===== config.mk =====
export PLATFORM = sky130hd
export DESIGN_NAME = salc_way_logic
export DESIGN_NICKNAME = d
export VERILOG_FILES = /design/src/rtl/salc_pkg.sv /design/src/rtl/salc_way_logic.sv
export SDC_FILE = /design/constraint.sdc
export NUM_CORES = 1
export LEC_CHECK = 0
export BUFFER_PORTS_ARGS = -buffer_cell sky130_fd_sc_hd__buf_2
export CAP_MARGIN = 20
export CORE_AREA = 8 8 448 450
export DETAILED_ROUTE_END_ITERATION = 7
export DIE_AREA = 0 0 456 458
export GPL_ROUTABILITY_DRIVEN = 0
export GPL_TIMING_DRIVEN = 0
export PLACE_DENSITY = 0.3
export SLEW_MARGIN = 40
export SYNTH_ARGS = -nofsm -noshare
export SYNTH_HDL_FRONTEND = slang
export SYNTH_SLANG_ARGS = --single-unit

===== constraint.sdc =====
create_clock -name vclk -period 24.1
set_input_delay 4.82 -clock vclk [all_inputs]
set_output_delay 4.82 -clock vclk [all_outputs]
set_load 0.02 [all_outputs]

===== src/rtl/salc_pkg.sv =====
// shared constants and types of the set-associative lru cache tag model
`default_nettype none

package salc_pkg;

    localparam int MAX_SET_BITS_DEF = 6;
    localparam int MAX_WAYS_DEF     = 8;
    localparam int TAG_W            = 64;
    localparam int CNT_W            = 32;

    localparam logic [1:0] KIND_MODIFY = 2'd2;

    localparam logic [1:0] CFG_SET_BITS    = 2'd0;
    localparam logic [1:0] CFG_WAYS_IN_USE = 2'd1;
    localparam logic [1:0] CFG_BLOCK_BITS  = 2'd2;

    localparam logic [2:0] SET_BITS_RST    = 3'd4;
    localparam logic [3:0] WAYS_IN_USE_RST = 4'd1;
    localparam logic [5:0] BLOCK_BITS_RST  = 6'd4;

    typedef enum logic [1:0] {
        ST_CLEAR,
        ST_IDLE,
        ST_LOOKUP
    } salc_state_t;

    typedef struct packed {
        logic hit;
        logic evicted;
    } salc_flags_t;

endpackage

`default_nettype wire


===== src/rtl/salc_way_logic.sv =====
// way compare, victim choice and age update of one set row
`default_nettype none

module salc_way_logic #(
    parameter int MAX_WAYS = salc_pkg::MAX_WAYS_DEF,
    localparam int AGE_W = (MAX_WAYS > 1) ? $clog2(MAX_WAYS) : 1,
    localparam int WAY_W = 1 + salc_pkg::TAG_W + AGE_W,
    localparam int ROW_W = MAX_WAYS * WAY_W,
    localparam int WAY_IDX_W = (MAX_WAYS > 1) ? $clog2(MAX_WAYS) : 1
) (
    input  wire logic [ROW_W-1:0]            row_in,
    input  wire logic [salc_pkg::TAG_W-1:0]  tag,
    input  wire logic [MAX_WAYS-1:0]         way_en,
    output logic      [ROW_W-1:0]            row_out,
    output salc_pkg::salc_flags_t            flags,
    output logic      [WAY_IDX_W-1:0]        way
);

    localparam logic [AGE_W-1:0] AGE_MAX = AGE_W'(MAX_WAYS - 1);

    logic [MAX_WAYS-1:0]        valid;
    logic [salc_pkg::TAG_W-1:0] tags [MAX_WAYS];
    logic [AGE_W-1:0]           ages [MAX_WAYS];
    logic                       hit;
    logic [WAY_IDX_W-1:0]       hit_way;
    logic                       free_found;
    logic [WAY_IDX_W-1:0]       free_way;
    logic [WAY_IDX_W-1:0]       old_way;
    logic [AGE_W-1:0]           oldest;
    logic [AGE_W-1:0]           limit_age;

    always_comb
    begin
        for (int i = 0; i < MAX_WAYS; i++)
        begin
            valid[i] = row_in[i*WAY_W];
            tags[i]  = row_in[i*WAY_W + 1 +: salc_pkg::TAG_W];
            ages[i]  = row_in[i*WAY_W + 1 + salc_pkg::TAG_W +: AGE_W];
        end
    end

    always_comb
    begin
        hit        = 1'b0;
        hit_way    = '0;
        free_found = 1'b0;
        free_way   = '0;
        // lowest way wins: scan from the top
        for (int i = MAX_WAYS - 1; i >= 0; i--)
        begin
            if (way_en[i] && valid[i] && tags[i] == tag)
            begin
                hit     = 1'b1;
                hit_way = WAY_IDX_W'(i);
            end
            if (way_en[i] && !valid[i])
            begin
                free_found = 1'b1;
                free_way   = WAY_IDX_W'(i);
            end
        end
    end

    always_comb
    begin
        old_way = '0;
        oldest  = ages[0];
        for (int i = 1; i < MAX_WAYS; i++)
        begin
            if (way_en[i] && ages[i] > oldest)
            begin
                oldest  = ages[i];
                old_way = WAY_IDX_W'(i);
            end
        end
    end

    always_comb
    begin
        flags.hit     = hit;
        flags.evicted = !hit && !free_found;
        if (hit)
        begin
            way = hit_way;
        end
        else if (free_found)
        begin
            way = free_way;
        end
        else
        begin
            way = old_way;
        end
        limit_age = ages[hit_way];

        row_out = row_in;
        for (int i = 0; i < MAX_WAYS; i++)
        begin
            if (WAY_IDX_W'(i) == way)
            begin
                row_out[i*WAY_W]                                = 1'b1;
                row_out[i*WAY_W + 1 +: salc_pkg::TAG_W]         = tag;
                row_out[i*WAY_W + 1 + salc_pkg::TAG_W +: AGE_W] = '0;
            end
            else if (way_en[i] && valid[i] && ages[i] < AGE_MAX &&
                     (!hit || ages[i] < limit_age))
            begin
                row_out[i*WAY_W + 1 + salc_pkg::TAG_W +: AGE_W] = ages[i] + 1'b1;
            end
        end
    end

endmodule

`default_nettype wire


=== Word level (Yosys, flattened, before mapping) ===
Cells that the tools add are included.

* Add/subtract/negate cells: 8
* Order comparisons: 24
* Equality and inequality tests: 15
* Multiplexer cells: 74
* Bitwise gates (word level): 1
* Reduce and logical (&&, ||, !) cells: 67

{| class="wikitable"
|+ Operator list
! cell !! count
|-
| 2-to-1 mux 65 bit || 8
|-
| == test 64 bit || 8
|-
| 2-to-1 mux 3 bit || 48
|-
| logical AND 1 bit || 48
|-
| adder 3 x 1 -> 3 bit (second input constant) || 8
|-
| < comparator 3 bit || 8
|-
| < comparator 3 bit (second input constant) || 8
|-
| greater-than comparator 3 bit || 7
|-
| 2-to-1 mux 1 bit || 17
|-
| == test 3 bit (first input constant) || 4
|-
| zero test 1 bit || 10
|-
| binary-select mux 3 bit (select 3 bit) || 1
|-
| logical OR 1 bit || 8
|-
| == test 2 x 3 -> 1 bit (first input constant) || 2
|-
| >= comparator 4 bit (second input constant) || 1
|-
| NOT 3 -> 4 bit || 1
|-
| == test 1 x 3 -> 1 bit (first input constant) || 1
|-
| zero test 3 bit || 1
|}

* Register bits: 0
* Bits of input ports: 616
* Output and inout bits: 549
* Logic and storage cells: 189

=== Longest topological paths before layout ===
* Depth in word-level cells: 25
* Depth in mapped cells: 54
* Mapped depth without buffers: 51

=== Worst setup path after synthesis ===
No wires, ideal clock.

* Path type: input to output
* Start: input port row_in[66]
* End: output port row_out[274]
* Arrival time: 14,649 ps
* Required time: 19,280 ps
* Path slack: 4,631 ps
* Stages on the path: 53
* Buffers on the path: 2
* Cells stage by stage: inv_1 -> ha_1 -> nor2b_1 -> o21ai_1 -> a21o_1 -> nand2_1 -> o21ai_0 -> ha_1 -> or3b_1 -> nand2_1 -> a211oi_1 -> a311oi_1 -> maj3_1 -> and2_1 -> nor2_1 -> a21oi_1 -> ha_1 -> nor2_1 -> [... 17 more ...] -> nand2_1 -> a21oi_1 -> mux2_2 -> ha_1 -> nor2b_1 -> o21ai_0 -> a21oi_1 -> a2111oi_0 -> o21ai_0 -> a21oi_1 -> o21ai_0 -> nand2_1 -> o31ai_2 -> or2_1 -> nor2_1 -> buf_2 -> buf_2 -> mux2i_1

* Longest elaborated chain between the ends: 25
* Elaborated cells on any way between the ends: 31
* Classes of those cells: order compare: 7; eq/ne: 1; mux: 16; reduce/logical: 7

{| class="wikitable"
|+ RTL lines
! what !! RTL line !! text
|-
| from (decl) || salc_way_logic.sv:11 || <nowiki>input wire logic [ROW_W-1:0] row_in,</nowiki>
|-
| greater-than comparator 3 bit || salc_way_logic.sv:70 || <nowiki>if (way_en[i] && ages[i] > oldest)</nowiki>
|-
| logical AND 1 bit || salc_way_logic.sv:70 ||
|-
| 2-to-1 mux 3 bit (*) || salc_way_logic.sv:70 ||
|-
| greater-than comparator 3 bit || salc_way_logic.sv:70 ||
|-
| logical AND 1 bit || salc_way_logic.sv:70 ||
|-
| 2-to-1 mux 3 bit || salc_way_logic.sv:70 ||
|-
| greater-than comparator 3 bit || salc_way_logic.sv:70 ||
|-
| logical AND 1 bit || salc_way_logic.sv:70 ||
|-
| [... 10 more ...] || - ||
|-
| greater-than comparator 3 bit || salc_way_logic.sv:70 ||
|-
| logical AND 1 bit || salc_way_logic.sv:70 ||
|-
| 2-to-1 mux 3 bit (*) || salc_way_logic.sv:70 ||
|-
| 2-to-1 mux 3 bit (*) || salc_way_logic.sv:86 || <nowiki>else if (free_found)</nowiki>
|-
| 2-to-1 mux 3 bit (*) || salc_way_logic.sv:82 || <nowiki>if (hit)</nowiki>
|-
| named net way[1] || salc_way_logic.sv:16 || <nowiki>output logic [WAY_IDX_W-1:0] way</nowiki>
|-
| == test 3 bit (*) || salc_way_logic.sv:99 || <nowiki>if (WAY_IDX_W'(i) == way)</nowiki>
|-
| 2-to-1 mux 65 bit (*) || salc_way_logic.sv:99 ||
|-
| to (decl) || salc_way_logic.sv:14 || <nowiki>output logic [ROW_W-1:0] row_out,</nowiki>
|}

The timed path passes the listed nets; every way through them passes the cells marked *.

=== Final worst setup path ===
* Start: input port row_in[66]
* End: output port row_out[314]

* Longest elaborated chain between the ends: 25
* Elaborated cells on any way between the ends: 31
* Classes of those cells: order compare: 7; eq/ne: 1; mux: 16; reduce/logical: 7

{| class="wikitable"
|+ RTL lines
! what !! RTL line
|-
| greater-than comparator 3 bit || salc_way_logic.sv:70
|-
| logical AND 1 bit || salc_way_logic.sv:70
|-
| 2-to-1 mux 3 bit || salc_way_logic.sv:70
|-
| greater-than comparator 3 bit || salc_way_logic.sv:70
|-
| logical AND 1 bit || salc_way_logic.sv:70
|-
| 2-to-1 mux 3 bit || salc_way_logic.sv:70
|-
| greater-than comparator 3 bit || salc_way_logic.sv:70
|-
| logical AND 1 bit || salc_way_logic.sv:70
|-
| [... 9 more ...] || -
|-
| 2-to-1 mux 3 bit || salc_way_logic.sv:70
|-
| greater-than comparator 3 bit || salc_way_logic.sv:70
|-
| logical AND 1 bit || salc_way_logic.sv:70
|-
| 2-to-1 mux 3 bit (*) || salc_way_logic.sv:70
|-
| 2-to-1 mux 3 bit (*) || salc_way_logic.sv:86
|-
| 2-to-1 mux 3 bit (*) || salc_way_logic.sv:82
|-
| == test 3 bit (*) || salc_way_logic.sv:99
|-
| 2-to-1 mux 65 bit (*) || salc_way_logic.sv:99
|}

Every way passes the cells marked *; elsewhere a longest branch is shown, timed or not.

==> metrics.txt <==
cell depth of the worst min-delay path 3; FF+latch count 0; metal3 WL approximately 32000 um; core box area between 150000 and 200000 um^2; die height about 460 um; worst hold path type input port to output pin; fin util 0.146; layout cells sized above 1 0.476; largest net degree at the start of global routing 11; CLK BUF 0; most common cell after layout, fill and taps aside buf_2; synthesized instance count roughly 2200; multi-input logic area about 16000 um^2; gr ovfl total 0; Hold Path Origin row_in[447]; mean area per synthesized cell around 7.9 um^2; routed vias between 20000 and 30000; routed wl met2 between 100000 and 150000 um; PostCTS Resize Cnt 0; max-capacitance violation count 0; setup TNS 0 ns; CP Max Fanout 11; Achievable Freq ~0.043 GHz; Max Slew Vio Count 0; drt drc 0; area leader, netlist mux2_1; Total Nets Final 4055; classification of the worst setup path input port to output pin; period utilization 0.955; highest layer used for signal routing met5; Setup crit end kind output pin; # Post-CTS Setup Buffers 0; vias per cell around 4.6; DP Wirelength around 260000 um; M1 wire length 117000 um; Synth Cell Area 17600 um^2; Post-Route WL around 320000 um; synth warn 0; Slew @ Worst Pin a little over 1 ns; die area roughly 210000 um^2; Final ANT Viol Nets 0; final hold viol count 0; cell with the most instances on the worst path ha_1; WP data required just under 20 ns; Area Growth Syn to Fin 60.1%; GRT Util Overall 0.284; initial antenna violation count ~160; # setup viols final 0; distinct cell type count of the synthesized netlist 84; die width approximately 460 um; # port buffers about 1100; slowest stage cell, crit path buf_2; TritonRoute pass-1 iters 7; commonest non-fill, non-tap cells in the layout 1162 x buf_2, 277 x xnor2_1, 270 x mux2_1; Fillers 22482; post-synthesis sequential area ratio 0; CP Launch Type input port; hold path endpoint row_out[447]; Starting Density 0.0910; cts hold-fix bufs 0; Boundary Pins approximately 1200; Synth top area share 0.173; Rel. slew slack 0.330; average wire per standard cell around 52 um; RSZ-0062 raised after global routing no; row count 162; Worst Path Arrival between 15 and 20 ns; first-pass GRT wire length about 380000 um; Synthesized Nets a little under 3000; Sequential Area 0 um^2; final worst path period need roughly 23 ns; initial DRC count around 3400; vias in the first global route between 20000 and 30000; top post-synthesis cells by area mux2_1 17%, xnor2_1 14%, mux2_2 13%, xor2_1 7.5%, nand4_1 5.7%; status finished, final reports clean; CP peak stage delay 0.60 ns
[kinds of logic (layout without fill, tap and decap cells)]
logic type / after synthesis / after routing / synth area share
AND/OR/NAND/NOR: 773 / 773 / 0.256
multiplexers: 530 / 530 / 0.342
XOR/XNOR: 427 / 427 / 0.212
buffers and inverters: 277 / 1436 / 0.0763
AO/OA/AOI/OAI: 194 / 194 / 0.0852
adder cells (fa/ha/maj): 40 / 40 / 0.0280
other: 0 / 95 / 0
[synthesized netlist by cell type (9+ instances only)]
library cell,count
xnor2_1,277
mux2_1,270
mux2_2,204
nand4_1,160
xor2_1,150
nand2b_1,103
nand2_1,97
nor4_1,97
clkbuf_1,87
nor2b_1,71
inv_1,70
nor2_1,63
buf_2,58
buf_4,41
nor3_1,41
ha_1,37
nand3_1,37
a21oi_1,29
mux2i_1,29
mux2_4,27
o21ai_0,22
or4_1,17
a211oi_1,16
o2111ai_1,16
o22ai_1,13
a2111oi_0,12
a31oi_1,10
buf_6,9
nor3b_1,9
[worst max-delay path, delay by kind of cell]
| kind | cells | cell delay [ns] |
|---|---|---|
| AOI/OAI and AO/OA | 19 | 4.37 |
| and+or+nand+nor | 17 | 3.17 |
| muxes | 4 | 1.68 |
| adders and majority gates | 9 | 2.47 |
| buffers and inverters | 5 | 1.61 |
[how the worst max path moves through the flow]
stage,to,from,slack [ns],depth (start not counted)
floorplan,row_out[274],row_in[66],4.63,53
global placement,row_out[334],row_in[66],0.48,55
detailed placement,row_out[334],row_in[66],1.11,54
CTS,row_out[334],row_in[66],1.04,54
global route,row_out[334],row_in[66],0.20,55
finish,row_out[314],row_in[66],1.09,54
[per-stage QoR]
| stage | setup WS [ns] | cell area (um^2) | hold slack, ns | instances |
|---|---|---|---|---|
| 2_1_floorplan | 4.63 | 17600 | 9.78 | 2241 |
| 3_3_place_gp | 0.477 | 26300 | 10.00 | 5889 |
| 3_5_place_dp | 1.11 | 28000 | 10.0 | 5942 |
| 4_1_cts | 1.04 | 28000 | 10.00 | 5942 |
| 5_1_grt | 0.201 | 28100 | 10.02 | 5982 |
| 6_report | 1.09 | 28200 | 10.0 | 6037 |
[routing by layer]
layer	vias to the layer above	track usage
li1	10655	-
met1	14067	0.323
met2	2460	0.465
met3	628	0.0995
met4	44	0.156
met5	-	0
[final cells by class]
| type | count | area share |
|---|---|---|
| Timing Repair Buffer | 1159 | 0.242 |
| Inverter | 73 | 0.00971 |
| Antenna cell | 95 | 0.00843 |
| Tap cell | 2542 | 0.113 |
| Multi-Input combinational cell | 1964 | 0.579 |
| Buffer | 204 | 0.0480 |
